--- src/design/gra_pkg.sv ---
// Shared types, codes and widths of the grid rectangle allocator.
`default_nettype none
package gra_pkg;

  localparam int GRID_X_DEF = 16;
  localparam int GRID_Y_DEF = 16;

  localparam int CMD_W      = 3;
  localparam int SIZE_W     = 5;
  localparam int CELL_W     = 6;
  localparam int POS_W      = 16;
  localparam int FOUND_W    = 5;
  localparam int CFG_IDX_W  = 3;
  localparam int CFG_DATA_W = 13;
  // Signed coordinate width: cell index plus rectangle size never leaves it.
  localparam int CRD_W      = 8;
  // Pixel distance accumulator, signed.
  localparam int ACC_W      = 21;
  // Vertical run counter per column.
  localparam int RUN_W      = 6;

  localparam logic [FOUND_W-1:0] FOUND_NONE = '1;

  typedef enum logic [CMD_W-1:0] {
    CMD_FIRST   = 3'd0,
    CMD_NEAREST = 3'd1,
    CMD_PLACE   = 3'd2,
    CMD_REMOVE  = 3'd3,
    CMD_CHECK   = 3'd4,
    CMD_QUERY   = 3'd5
  } cmd_t;

  localparam logic [CFG_IDX_W-1:0] CFG_GRID_X_USED = 3'd0;
  localparam logic [CFG_IDX_W-1:0] CFG_GRID_Y_USED = 3'd1;
  localparam logic [CFG_IDX_W-1:0] CFG_BORDER      = 3'd2;
  localparam logic [CFG_IDX_W-1:0] CFG_PITCH_X     = 3'd3;
  localparam logic [CFG_IDX_W-1:0] CFG_PITCH_Y     = 3'd4;
  localparam logic [CFG_IDX_W-1:0] CFG_CONT_W      = 3'd5;
  localparam logic [CFG_IDX_W-1:0] CFG_CONT_H      = 3'd6;

  typedef enum logic [2:0] {
    S_IDLE,
    S_SCAN,
    S_NEAR,
    S_ROW_RD,
    S_ROW_WR,
    S_RESULT
  } state_t;

  typedef enum logic [2:0] {
    PH_IDLE,
    PH_SCAN,
    PH_NEAR,
    PH_RD,
    PH_WR
  } phase_t;

  typedef struct packed {
    logic   start;
    phase_t phase;
    logic   out_load;
  } ctl_t;

  typedef struct packed {
    logic scan_end;
    logic near_end;
    logic rows_end;
  } sts_t;

endpackage
`default_nettype wire

--- src/design/gra_ctrl.sv ---
// Controller state machine of the grid rectangle allocator.
`default_nettype none
module gra_ctrl (
  input  wire logic                        clk,
  input  wire logic                        rst_n,
  input  wire logic                        in_valid,
  input  wire logic [gra_pkg::CMD_W-1:0]   in_command,
  input  wire logic                        out_stall,
  input  wire gra_pkg::sts_t               sts,
  output gra_pkg::ctl_t                    ctl,
  output logic                             in_stall,
  output logic                             out_valid
);

  gra_pkg::state_t state_r, state_nxt;
  logic [gra_pkg::CMD_W-1:0] cmd_r, cmd_nxt;
  logic out_valid_r, out_valid_nxt;
  logic accept;

  assign accept    = in_valid && (state_r == gra_pkg::S_IDLE);
  assign in_stall  = (state_r != gra_pkg::S_IDLE);
  assign out_valid = out_valid_r;

  always_comb begin
    state_nxt = state_r;
    cmd_nxt   = cmd_r;
    case (state_r)
      gra_pkg::S_IDLE: begin
        if (accept) begin
          cmd_nxt = in_command;
          case (in_command)
            gra_pkg::CMD_FIRST, gra_pkg::CMD_NEAREST: state_nxt = gra_pkg::S_SCAN;
            gra_pkg::CMD_PLACE, gra_pkg::CMD_REMOVE,
            gra_pkg::CMD_CHECK, gra_pkg::CMD_QUERY:   state_nxt = gra_pkg::S_ROW_RD;
            default:                                  state_nxt = gra_pkg::S_RESULT;
          endcase
        end
      end
      gra_pkg::S_SCAN: begin
        if (sts.scan_end) begin
          state_nxt = (cmd_r == gra_pkg::CMD_NEAREST) ? gra_pkg::S_NEAR : gra_pkg::S_RESULT;
        end
      end
      gra_pkg::S_NEAR: begin
        if (sts.near_end) state_nxt = gra_pkg::S_RESULT;
      end
      gra_pkg::S_ROW_RD: begin
        state_nxt = sts.rows_end ? gra_pkg::S_RESULT : gra_pkg::S_ROW_WR;
      end
      gra_pkg::S_ROW_WR: state_nxt = gra_pkg::S_ROW_RD;
      gra_pkg::S_RESULT: begin
        if (!out_valid_r || !out_stall) state_nxt = gra_pkg::S_IDLE;
      end
      default: state_nxt = gra_pkg::S_IDLE;
    endcase
  end

  always_comb begin
    ctl.start    = accept;
    ctl.phase    = gra_pkg::PH_IDLE;
    ctl.out_load = 1'b0;
    case (state_r)
      gra_pkg::S_SCAN:   ctl.phase = gra_pkg::PH_SCAN;
      gra_pkg::S_NEAR:   ctl.phase = gra_pkg::PH_NEAR;
      gra_pkg::S_ROW_RD: ctl.phase = gra_pkg::PH_RD;
      gra_pkg::S_ROW_WR: ctl.phase = gra_pkg::PH_WR;
      gra_pkg::S_RESULT: ctl.out_load = !out_valid_r || !out_stall;
      default:           ctl.phase = gra_pkg::PH_IDLE;
    endcase
    out_valid_nxt = ctl.out_load || (out_valid_r && out_stall);
  end

  always_ff @(posedge clk) begin
    if (!rst_n) begin
      state_r     <= gra_pkg::S_IDLE;
      out_valid_r <= 1'b0;
      cmd_r       <= '0;
    end else begin
      state_r     <= state_nxt;
      out_valid_r <= out_valid_nxt;
      cmd_r       <= cmd_nxt;
    end
  end

  a_accept_leaves_idle: assert property (@(posedge clk) disable iff (!rst_n)
    (in_valid && !in_stall) |=> (state_r != gra_pkg::S_IDLE))
    else $error("accepted item did not start work");

  a_result_delivered: assert property (@(posedge clk) disable iff (!rst_n)
    (state_r == gra_pkg::S_RESULT && !(out_valid_r && out_stall))
      |=> (state_r == gra_pkg::S_IDLE && out_valid_r))
    else $error("finished result was not loaded");

  a_write_then_read: assert property (@(posedge clk) disable iff (!rst_n)
    (state_r == gra_pkg::S_ROW_WR) |=> (state_r == gra_pkg::S_ROW_RD))
    else $error("row update step did not return to row read");

endmodule
`default_nettype wire

--- src/design/gra_datapath.sv ---
// Datapath of the grid rectangle allocator: registers, maps, scans and result.
`default_nettype none
module gra_datapath #(
  parameter int GRID_X = gra_pkg::GRID_X_DEF,
  parameter int GRID_Y = gra_pkg::GRID_Y_DEF
) (
  input  wire logic                                clk,
  input  wire logic                                rst_n,
  input  wire gra_pkg::ctl_t                       ctl,
  output gra_pkg::sts_t                            sts,
  input  wire logic [gra_pkg::CMD_W-1:0]           in_command,
  input  wire logic [gra_pkg::SIZE_W-1:0]          in_rect_w,
  input  wire logic [gra_pkg::SIZE_W-1:0]          in_rect_h,
  input  wire logic signed [gra_pkg::CELL_W-1:0]   in_cell_x,
  input  wire logic signed [gra_pkg::CELL_W-1:0]   in_cell_y,
  input  wire logic signed [gra_pkg::POS_W-1:0]    in_pos_x,
  input  wire logic signed [gra_pkg::POS_W-1:0]    in_pos_y,
  input  wire logic                                cfg_we,
  input  wire logic [gra_pkg::CFG_IDX_W-1:0]       cfg_index,
  input  wire logic [gra_pkg::CFG_DATA_W-1:0]      cfg_wdata,
  output logic                                     out_flag,
  output logic signed [gra_pkg::FOUND_W-1:0]       out_found_x,
  output logic signed [gra_pkg::FOUND_W-1:0]       out_found_y
);

  localparam int XAW = (GRID_X > 1) ? $clog2(GRID_X) : 1;
  localparam int YAW = (GRID_Y > 1) ? $clog2(GRID_Y) : 1;
  localparam int CW  = gra_pkg::CRD_W;
  localparam int AW  = gra_pkg::ACC_W;
  localparam int RW  = gra_pkg::RUN_W;

  // Configuration registers.
  logic [4:0]  gx_used_r, gy_used_r;
  logic [9:0]  border_r;
  logic [11:0] pitch_x_r, pitch_y_r;
  logic [12:0] cont_w_r, cont_h_r;

  // Captured item.
  logic [gra_pkg::CMD_W-1:0]         cmd_r;
  logic [gra_pkg::SIZE_W-1:0]        w_r, h_r;
  logic signed [gra_pkg::CELL_W-1:0] cx_r, cy_r;
  logic signed [gra_pkg::POS_W-1:0]  px_r, py_r;

  logic [CW-1:0] ux, uy, w_ext, h_ext;
  logic signed [CW-1:0] cx8, cy8;

  always_comb begin
    ux = ({3'b0, gx_used_r} > CW'(GRID_X)) ? CW'(GRID_X) : {3'b0, gx_used_r};
    uy = ({3'b0, gy_used_r} > CW'(GRID_Y)) ? CW'(GRID_Y) : {3'b0, gy_used_r};
    w_ext = {3'b0, w_r};
    h_ext = {3'b0, h_r};
    cx8 = {{(CW-gra_pkg::CELL_W){cx_r[gra_pkg::CELL_W-1]}}, cx_r};
    cy8 = {{(CW-gra_pkg::CELL_W){cy_r[gra_pkg::CELL_W-1]}}, cy_r};
  end

  // Occupancy map, one row per entry, with row valid bits for reset.
  logic [GRID_X-1:0] occ_mem [GRID_Y];
  logic [GRID_Y-1:0] occ_vld_r;
  logic [GRID_X-1:0] occ_rd_r;
  logic              occ_rdv_r;
  logic              occ_re, occ_we;
  logic [YAW-1:0]    occ_ra, occ_wa;
  logic [GRID_X-1:0] occ_wd, row_data;

  // Fit map written by the row scan, read by the distance pass.
  logic [GRID_X-1:0] fit_mem [GRID_Y];
  logic [GRID_X-1:0] fit_rd_r;
  logic              fit_we;
  logic [YAW-1:0]    fit_wa;

  assign row_data = occ_rdv_r ? occ_rd_r : '0;

  // Row scan state.
  logic [CW-1:0] rr_r, pr_r;
  logic          pv_r;
  logic [RW-1:0] run_r [GRID_X];
  logic [RW-1:0] run_nxt [GRID_X];
  logic [GRID_X-1:0] wmask, shifted, widthok, rowok, fitrow;
  logic [XAW-1:0] fpos;
  logic [CW-1:0]  oy;
  logic           fit_wr_ok, scan_issue;

  // Distance pass state.
  logic [CW-1:0]        nx_r, ny_r;
  logic signed [AW-1:0] ax_r, ay_r, base_x, base_y;
  logic [AW-1:0]        dist_sum, best_r;
  logic                 q_vld_r, q_ok_r, near_issue, near_hit;
  logic [XAW-1:0]       q_x_r;
  logic [YAW-1:0]       q_y_r;
  logic [AW-1:0]        q_dist_r;

  // Row operations.
  localparam int SIZE_W_P = gra_pkg::SIZE_W + 1;
  logic [SIZE_W_P-1:0] k_r;
  logic signed [CW-1:0] row_s, cxw;
  logic                 row_in, busy_r, bounds_ok;
  logic [GRID_X-1:0]    pmask;

  // Search result.
  logic                      found_r;
  logic [gra_pkg::FOUND_W-1:0] fx_r, fy_r;

  always_comb begin
    for (int b = 0; b < GRID_X; b++) begin
      wmask[b] = CW'(b) < w_ext;
    end
    for (int x = 0; x < GRID_X; x++) begin
      shifted    = row_data >> x;
      widthok[x] = (CW'(x) < ux) && (CW'(x) + w_ext <= ux);
      rowok[x]   = widthok[x] && ((shifted & wmask) == '0);
      if (!rowok[x]) begin
        run_nxt[x] = '0;
      end else if (run_r[x] == '1) begin
        run_nxt[x] = run_r[x];
      end else begin
        run_nxt[x] = run_r[x] + 1'b1;
      end
      fitrow[x] = (h_r == '0) ? widthok[x] : (run_nxt[x] >= RW'(h_r));
    end
    fpos = '0;
    for (int x = GRID_X - 1; x >= 0; x--) begin
      if (fitrow[x]) fpos = XAW'(x);
    end
  end

  // A row completes origins whose rectangle ends on it.
  assign oy         = (h_r == '0) ? pr_r : (pr_r + CW'(1) - h_ext);
  assign fit_wr_ok  = pv_r && ((h_r == '0) || (pr_r + CW'(1) >= h_ext));
  assign scan_issue = (ctl.phase == gra_pkg::PH_SCAN) && (rr_r < uy);

  assign base_x = AW'(px_r) - AW'($signed({1'b0, border_r}));
  assign base_y = AW'(py_r) - AW'($signed({1'b0, border_r}));
  assign dist_sum = AW'(ax_r[AW-1] ? -ax_r : ax_r) + AW'(ay_r[AW-1] ? -ay_r : ay_r);
  assign near_issue = (ctl.phase == gra_pkg::PH_NEAR) && (nx_r < ux) && (ny_r < uy);
  assign near_hit   = (ctl.phase == gra_pkg::PH_NEAR) && q_vld_r && q_ok_r &&
                      fit_rd_r[q_x_r] && (q_dist_r < best_r);

  always_comb begin
    row_s  = cy8 + $signed({2'b0, k_r});
    row_in = (row_s >= 0) && (row_s < $signed(uy));
    cxw    = cx8 + $signed(w_ext);
    bounds_ok = (cxw <= $signed(ux)) && (cy8 + $signed(h_ext) <= $signed(uy));
    for (int b = 0; b < GRID_X; b++) begin
      pmask[b] = ($signed(CW'(b)) >= cx8) && ($signed(CW'(b)) < cxw) && (CW'(b) < ux);
    end
  end

  always_comb begin
    sts.scan_end = (rr_r >= uy) && !pv_r;
    sts.near_end = !((nx_r < ux) && (ny_r < uy)) && !q_vld_r;
    sts.rows_end = ({2'b0, k_r} >= h_ext);
  end

  always_comb begin
    occ_re = 1'b0;
    occ_ra = rr_r[YAW-1:0];
    occ_we = 1'b0;
    occ_wa = row_s[YAW-1:0];
    occ_wd = row_data | pmask;
    if (scan_issue) begin
      occ_re = 1'b1;
    end else if (ctl.phase == gra_pkg::PH_RD && !sts.rows_end && row_in) begin
      occ_re = 1'b1;
      occ_ra = row_s[YAW-1:0];
    end
    if (ctl.phase == gra_pkg::PH_WR && row_in) begin
      if (cmd_r == gra_pkg::CMD_PLACE) begin
        occ_we = 1'b1;
      end else if (cmd_r == gra_pkg::CMD_REMOVE) begin
        occ_we = 1'b1;
        occ_wd = row_data & ~pmask;
      end
    end
    fit_we = (ctl.phase == gra_pkg::PH_SCAN) && fit_wr_ok;
    fit_wa = oy[YAW-1:0];
  end

  always_ff @(posedge clk) begin
    if (occ_we) occ_mem[occ_wa] <= occ_wd;
    if (occ_re) begin
      occ_rd_r  <= occ_mem[occ_ra];
      occ_rdv_r <= occ_vld_r[occ_ra];
    end
    if (fit_we) fit_mem[fit_wa] <= fitrow;
    if (near_issue) fit_rd_r <= fit_mem[ny_r[YAW-1:0]];
  end

  always_ff @(posedge clk) begin
    if (!rst_n) begin
      occ_vld_r <= '0;
      gx_used_r <= 5'd16;
      gy_used_r <= 5'd16;
      border_r  <= 10'd0;
      pitch_x_r <= 12'd64;
      pitch_y_r <= 12'd64;
      cont_w_r  <= 13'd1024;
      cont_h_r  <= 13'd1024;
    end else begin
      if (occ_we) occ_vld_r[occ_wa] <= 1'b1;
      if (cfg_we) begin
        case (cfg_index)
          gra_pkg::CFG_GRID_X_USED: gx_used_r <= cfg_wdata[4:0];
          gra_pkg::CFG_GRID_Y_USED: gy_used_r <= cfg_wdata[4:0];
          gra_pkg::CFG_BORDER:      border_r  <= cfg_wdata[9:0];
          gra_pkg::CFG_PITCH_X:     pitch_x_r <= cfg_wdata[11:0];
          gra_pkg::CFG_PITCH_Y:     pitch_y_r <= cfg_wdata[11:0];
          gra_pkg::CFG_CONT_W:      cont_w_r  <= cfg_wdata;
          gra_pkg::CFG_CONT_H:      cont_h_r  <= cfg_wdata;
          default: ;
        endcase
      end
    end
  end

  always_ff @(posedge clk) begin
    if (!rst_n) begin
      pv_r    <= 1'b0;
      q_vld_r <= 1'b0;
      found_r <= 1'b0;
    end else if (ctl.start) begin
      pv_r    <= 1'b0;
      q_vld_r <= 1'b0;
      found_r <= 1'b0;
    end else begin
      if (ctl.phase == gra_pkg::PH_SCAN) begin
        pv_r <= scan_issue;
        if (fit_wr_ok && (cmd_r == gra_pkg::CMD_FIRST) && (fitrow != '0) && !found_r) begin
          found_r <= 1'b1;
        end
      end
      if (ctl.phase == gra_pkg::PH_NEAR) begin
        q_vld_r <= near_issue;
        if (near_hit) found_r <= 1'b1;
      end
    end
  end

  always_ff @(posedge clk) begin
    if (ctl.start) begin
      cmd_r <= in_command;
      w_r   <= (in_command == gra_pkg::CMD_QUERY) ? gra_pkg::SIZE_W'(1) : in_rect_w;
      h_r   <= (in_command == gra_pkg::CMD_QUERY) ? gra_pkg::SIZE_W'(1) : in_rect_h;
      cx_r  <= in_cell_x;
      cy_r  <= in_cell_y;
      px_r  <= in_pos_x;
      py_r  <= in_pos_y;
      rr_r  <= '0;
      nx_r  <= '0;
      ny_r  <= '0;
      k_r   <= '0;
      busy_r <= 1'b0;
      best_r <= AW'(cont_w_r) + AW'(cont_h_r);
      for (int x = 0; x < GRID_X; x++) run_r[x] <= '0;
    end else begin
      if (scan_issue) begin
        rr_r <= rr_r + CW'(1);
        pr_r <= rr_r;
      end
      if (ctl.phase == gra_pkg::PH_SCAN && pv_r) begin
        for (int x = 0; x < GRID_X; x++) run_r[x] <= run_nxt[x];
        if (fit_wr_ok && (cmd_r == gra_pkg::CMD_FIRST) && (fitrow != '0) && !found_r) begin
          fx_r <= gra_pkg::FOUND_W'(fpos);
          fy_r <= oy[gra_pkg::FOUND_W-1:0];
        end
      end
      // The first origin takes its distance straight from the base offsets; later
      // origins step the running offsets by one pitch.
      if (near_issue) begin
        q_x_r    <= nx_r[XAW-1:0];
        q_y_r    <= ny_r[YAW-1:0];
        q_ok_r   <= (ny_r + h_ext <= uy);
        q_dist_r <= (nx_r == '0 && ny_r == '0) ?
                    (AW'(base_x[AW-1] ? -base_x : base_x) +
                     AW'(base_y[AW-1] ? -base_y : base_y)) : dist_sum;
        if (ny_r + CW'(1) >= uy) begin
          ny_r <= '0;
          nx_r <= nx_r + CW'(1);
          ax_r <= ((nx_r == '0) ? base_x : ax_r) - AW'($signed({1'b0, pitch_x_r}));
          ay_r <= base_y;
        end else begin
          ny_r <= ny_r + CW'(1);
          if (nx_r == '0 && ny_r == '0) ax_r <= base_x;
          ay_r <= ((nx_r == '0 && ny_r == '0) ? base_y : ay_r) -
                  AW'($signed({1'b0, pitch_y_r}));
        end
      end
      if (near_hit) begin
        best_r <= q_dist_r;
        fx_r   <= gra_pkg::FOUND_W'(q_x_r);
        fy_r   <= gra_pkg::FOUND_W'(q_y_r);
      end
      if (ctl.phase == gra_pkg::PH_WR) begin
        k_r <= k_r + 1'b1;
        if (row_in && ((row_data & pmask) != '0)) busy_r <= 1'b1;
      end
    end
  end

  always_ff @(posedge clk) begin
    if (ctl.out_load) begin
      case (cmd_r)
        gra_pkg::CMD_FIRST, gra_pkg::CMD_NEAREST: begin
          out_flag    <= found_r;
          out_found_x <= found_r ? fx_r : gra_pkg::FOUND_NONE;
          out_found_y <= found_r ? fy_r : gra_pkg::FOUND_NONE;
        end
        gra_pkg::CMD_CHECK: begin
          out_flag    <= bounds_ok && !busy_r;
          out_found_x <= '0;
          out_found_y <= '0;
        end
        gra_pkg::CMD_QUERY: begin
          out_flag    <= busy_r;
          out_found_x <= '0;
          out_found_y <= '0;
        end
        default: begin
          out_flag    <= 1'b0;
          out_found_x <= '0;
          out_found_y <= '0;
        end
      endcase
    end
  end

endmodule
`default_nettype wire

--- src/design/grid_rectangle_allocator.sv ---
// Top level of the grid rectangle allocator: controller, datapath and ports.
// Per item: first fit scans each used row of the map, then loads the result;
// nearest fit then also walks every origin of the used grid before loading it.
// Place, remove and check take a read step and an update step per rectangle row, a query one row.
// One item is in work at a time; the next is taken in the cycle after a result enters the
// output register, and a result can only enter once the previous one has been taken.
// Synchronous reset frees every cell through per-row valid bits and loads the registers.
`default_nettype none
module grid_rectangle_allocator #(
  parameter int GRID_X = gra_pkg::GRID_X_DEF,
  parameter int GRID_Y = gra_pkg::GRID_Y_DEF
) (
  input  wire logic                                clk,
  input  wire logic                                rst_n,
  input  wire logic                                in_valid,
  output logic                                     in_stall,
  input  wire logic [gra_pkg::CMD_W-1:0]           in_command,
  input  wire logic [gra_pkg::SIZE_W-1:0]          in_rect_w,
  input  wire logic [gra_pkg::SIZE_W-1:0]          in_rect_h,
  input  wire logic signed [gra_pkg::CELL_W-1:0]   in_cell_x,
  input  wire logic signed [gra_pkg::CELL_W-1:0]   in_cell_y,
  input  wire logic signed [gra_pkg::POS_W-1:0]    in_pos_x,
  input  wire logic signed [gra_pkg::POS_W-1:0]    in_pos_y,
  output logic                                     out_valid,
  input  wire logic                                out_stall,
  output logic                                     out_flag,
  output logic signed [gra_pkg::FOUND_W-1:0]       out_found_x,
  output logic signed [gra_pkg::FOUND_W-1:0]       out_found_y,
  input  wire logic                                cfg_we,
  input  wire logic [gra_pkg::CFG_IDX_W-1:0]       cfg_index,
  input  wire logic [gra_pkg::CFG_DATA_W-1:0]      cfg_wdata
);

  // The controller sequences each item through the datapath; the two talk only
  // through the command and status structs below.
  gra_pkg::ctl_t ctl;
  gra_pkg::sts_t sts;

  gra_ctrl u_ctrl (
    .clk        (clk),
    .rst_n      (rst_n),
    .in_valid   (in_valid),
    .in_command (in_command),
    .out_stall  (out_stall),
    .sts        (sts),
    .ctl        (ctl),
    .in_stall   (in_stall),
    .out_valid  (out_valid)
  );

  // The datapath scans one map row per cycle, keeping a run of fitting rows per
  // column, so every origin completed on that row is known at once. Nearest fit
  // then walks the stored fit map one origin per cycle, x outer and y inner.
  gra_datapath #(
    .GRID_X (GRID_X),
    .GRID_Y (GRID_Y)
  ) u_datapath (
    .clk         (clk),
    .rst_n       (rst_n),
    .ctl         (ctl),
    .sts         (sts),
    .in_command  (in_command),
    .in_rect_w   (in_rect_w),
    .in_rect_h   (in_rect_h),
    .in_cell_x   (in_cell_x),
    .in_cell_y   (in_cell_y),
    .in_pos_x    (in_pos_x),
    .in_pos_y    (in_pos_y),
    .cfg_we      (cfg_we),
    .cfg_index   (cfg_index),
    .cfg_wdata   (cfg_wdata),
    .out_flag    (out_flag),
    .out_found_x (out_found_x),
    .out_found_y (out_found_y)
  );

endmodule
`default_nettype wire
--- config.mk ---
export PLATFORM = sky130hd
export DESIGN_NAME = grid_rectangle_allocator
export DESIGN_NICKNAME = d
export VERILOG_FILES = /design/src/design/gra_pkg.sv /design/src/design/gra_ctrl.sv /design/src/design/gra_datapath.sv /design/src/design/grid_rectangle_allocator.sv
export SDC_FILE = /design/constraint.sdc
export NUM_CORES = 2
export LEC_CHECK = 0
export BUFFER_PORTS_ARGS = -buffer_cell sky130_fd_sc_hd__buf_2
export CORE_ASPECT_RATIO = 1.5
export CORE_MARGIN = 1.5
export CORE_UTILIZATION = 40
export DETAILED_ROUTE_END_ITERATION = 8
export RECOVER_POWER = 25
export SLEW_MARGIN = 10
export SYNTH_ARGS = -nofsm -noshare
export SYNTH_HDL_FRONTEND = slang
export SYNTH_HIERARCHICAL = 1
export SYNTH_SLANG_ARGS = --single-unit
--- constraint.sdc ---
create_clock -name clk -period 6.8 [get_ports clk]
set_input_delay 1.36 -clock clk [delete_from_list [all_inputs] [get_ports clk]]
set_output_delay 1.36 -clock clk [all_outputs]
set_load 0.01 [all_outputs]
==> results by group <==
Yosys
  • Synth area leader: edfxtp_1
  • Main synth FF type: edfxtp_1
  • Number of library cell types mapped by synthesis: ~100
  • #FFs+latches synth: approximately 950
  • Synthesized cell area: about 0.053 sq mm
  • Number of synthesized flops with an enable pin: 819
  • Synth Instances: approximately 4700
  • Share of the yosys chip area belonging to registers: between 50% and 60%
  • Most common library cells after synthesis: edfxtp_1 (819), nand2_1 (369), ha_1 (350), nor2_1 (332), a21oi_1 (233)
  • Warnings from Yosys: 6
  • Yosys top cell area share: a little under half
  • Synth area leaders: edfxtp_1 (46%), ha_1 (8.2%), dfxtp_1 (4.8%), mux4_2 (3.5%), mux2i_1 (3.5%)
  • Synth async-reset ratio: 0%
  • Syn avg cell area: roughly 11 sq um
  • Top-count cell post-synth: edfxtp_1

Floorplanning
  • I/O pins: 91
  • Die area: 0.136 sq mm
  • Die Span X: 301 microns
  • Die Ht: around 450 microns
  • Initial Util: around 40%
  • Core Area: about 0.13 sq mm
  • FP Rows: 163

Setup path
  • Reg-to-Reg Start: u_datapath/w_r[3]$_SDFFCE_PN0P_
  • Crit Path Class: flop to flop
  • Worst Path Arrival: roughly 6.7 ns
  • Worst Setup End Kind: flop
  • RR Endpoint: u_datapath/fy_r[3]$_DFFE_PP_
  • Worst Path Required: about 7.2 ns
  • CP Launch Type: flop
  • Flop2flop setup slack: around 0.46 ns
  • Crit Path Max Fanout: 17
  • Reg2reg path depth: 18

CTS
  • Clk_lat worst skew: between 0.7 and 0.8 ns
  • CTS Root Cell: clkbuf_16
  • Hold_buf cts: 0
  • CTS tree: built
  • CTS Buf Count: 91
  • TritonCTS sink count: roughly 950
  • Max clock buf depth: 3
  • CTS H-Tree Depth: 3
  • Clock slew at reported path FFs: roughly 0.07 ns

Final layout
  • Synth-to-Final Area Change: 11.8%
  • Fill cells: about 12000
  • Layout cells sized above 1: 10.8%
  • Final nets: approximately 5300

GRT
  • Global-route wire length before repair: about 230 mm
  • Congestion Overflow GR: 0
  • Met1 Use GR: between 20% and 30%
  • Global route hottest layer: met2
  • GR Util met3: under 10%
  • Antenna violations before repair: 5
  • Total track usage: between 20 and 25%
  • Vias in the first global route: about 37000
  • Pin count of the biggest net entering global routing: 80
  • Met2 Use GR: between 30% and 40%

Status
  • Status: finished, violations left
  • Violated checks: capacitance limit, slew limit

Routing
  • Routed WL: 151 mm
  • DRT iter0 DRCs: between 2000 and 3000
  • Routed vias: 38000
  • Antenna-violating nets left: 0
  • Drc violations: 0
  • Drt wl/cell: about 23 microns
  • Router iterations before antenna repair: 7
  • Via density: 5.72

Timing
  • Worst slew margin: -179%
  • Hold Fails Final Rpt: 0
  • Final setup violation count: 0
  • Post-route clock period utilization: between 90 and 100%
  • Measured slew at the worst slew-check pin: roughly 4.2 ns
  • Final clock skew: approximately 0.069 ns
  • Crit path time final: between 6 and 7 ns
  • RSZ-0062 raised after global routing: no
  • Accumulated negative setup slack: 0 ns
  • Slew Limit Fails: approximately 360
  • Fmax: 158 MHz
  • WHS: ~0.46 ns

Placed design
  • Placer Congestion: about 0.93
  • Placed wire-length estimate: 106 mm
  • PortBufs: 90

Power
  • Worst IR drop on VDD: about 0.24 mV
  • Pwr per Cell Area: between 400 and 500 mW/mm^2
  • Leak: 22.1 nW

Job
  • Max Cap Viol: 8

Min path
  • Hold Crit Class: flop to flop
  • Worst hold path startpoint: u_datapath/rr_r[6]$_SDFFE_PP0P_
  • Hold EP: u_datapath/pr_r[6]$_DFFE_PP_
  • WHS Path Cells: 0
[metrics by stage]
stage / instances / util (%) / cell area, sq um / setup WS, ns / total power, W
detailed placement: 6470 / 42.9 / 56600 / 0.125 / 0.0214
global route: 6644 / 45.2 / 59600 / 0.0141 / 0.0283
CTS: 6642 / 45.3 / 59700 / 0.167 / 0.0268
floorplan: 4692 / - / 53400 / 0.790 / 0.0174
global placement: 6470 / 42.9 / 56600 / 0.240 / 0.0212
finish: 6645 / 45.2 / 59600 / 0.462 / 0.0267
[logic make-up after synthesis]
logic type / synth area share [%]
multiplexers: 7.38
other: 0.00703
flip-flops: 50.9
AND/OR/NAND/NOR: 13.1
XOR/XNOR: 3.86
buffers and inverters: 2.80
adder cells (fa/ha/maj): 8.75
AO/OA/AOI/OAI: 13.2
[repair_timing]
action	in CTS	in global routing
setup buffers	0	1
resized for setup	0	1
endpoints found under the setup margin	0	9
[power by group]
group | switching, W | total [W] | internal (W) | leakage (nW)
Clock | 0.00236 | 0.00528 | 0.00292 | 1.50
Combinational | 0.00764 | 0.0122 | 0.00460 | 12.0
Sequential | 0.000877 | 0.00917 | 0.00830 | 8.58
Total | 0.0109 | 0.0267 | 0.0158 | 22.1
[area by class of cell]
type	count	area (sq um)	share of cell area (%)
repair buffers	233	1470	2.46
clock buffers	113	2380	3.99
flip-flops and latches	946	27100	45.5
multi-input cells	3363	25000	41.9
diodes	2	5.00	0.00839
well taps	1732	2170	3.63
inverters	197	739	1.24
clock inverters	59	722	1.21
[worst max-delay path: stages, from the launching register on]
cell and delay (ns):
edfxtp_1 0.57, inv_1 0.26, ha_1 0.59, o21ai_0 0.48
a22o_1 0.35, o31a_1 0.26, or3_1 0.50, nand2b_1 0.22
ha_1 0.27, nand2b_1 0.14, a21o_1 0.17, a211o_1 0.28
o211ai_1 0.08, a22oi_1 0.12, nor3_1 0.16, buf_4 0.16
or3b_2 0.54, nor4b_1 0.44, o22ai_1 0.38
[layer usage]
layer	part of all wire, %	wire (microns)	vias up
met5	0.0086	13	-
met2	51	77500	1074
met3	4.7	7120	285
met1	40	60600	18700
li1	-	-	18000
met4	3.8	5740	2
[registers in the layout, summed over array words and instances (netlist names), 10 cells and up]
name	count
u_datapath/pitch_y_r	12
u_datapath/occ_mem	256
u_datapath/run_r	96
u_datapath/ay_r	21
u_datapath/px_r	16
u_datapath/occ_rd_r	16
u_datapath/best_r	21
u_datapath/occ_vld_r	16
u_datapath/pitch_x_r	12
u_datapath/fit_rd_r	16
u_datapath/ax_r	21
u_datapath/border_r	10
u_datapath/q_dist_r	21
u_datapath/fit_mem	256
u_datapath/py_r	16
u_datapath/cont_w_r	13
u_datapath/cont_h_r	13
[how the worst max path moves through the flow]
stage | start | endpoint | slack, ns | cells after the start
global route | u_datapath/w_r[3]$_SDFFCE_PN0P_ | u_datapath/fy_r[3]$_DFFE_PP_ | 0.01 | 18
CTS | u_datapath/w_r[0]$_SDFFCE_PN1P_ | u_datapath/fy_r[3]$_DFFE_PP_ | 0.17 | 20
detailed placement | u_datapath/w_r[0]$_SDFFCE_PN1P_ | u_datapath/fy_r[3]$_DFFE_PP_ | 0.12 | 20
global placement | u_datapath/w_r[0]$_SDFFCE_PN1P_ | u_datapath/fy_r[2]$_DFFE_PP_ | 0.24 | 20
floorplan | u_datapath/w_r[2]$_SDFFCE_PN0P_ | u_datapath/fx_r[0]$_DFFE_PP_ | 0.79 | 22
finish | u_datapath/w_r[3]$_SDFFCE_PN0P_ | u_datapath/fy_r[3]$_DFFE_PP_ | 0.46 | 18
[cell usage in the layout, fill, tap and decap left out, types with 99 or more instances in the layout]
cell and count:
xnor2_1 155, o21ai_0 190, nand2_1 368, dfxtp_1 125, edfxtp_1 819, ha_1 350, mux2i_1 181, buf_4 131
nor2_1 311, inv_1 195, nor3_1 99, a21oi_1 229
Power figures use the tool's default switching activity.
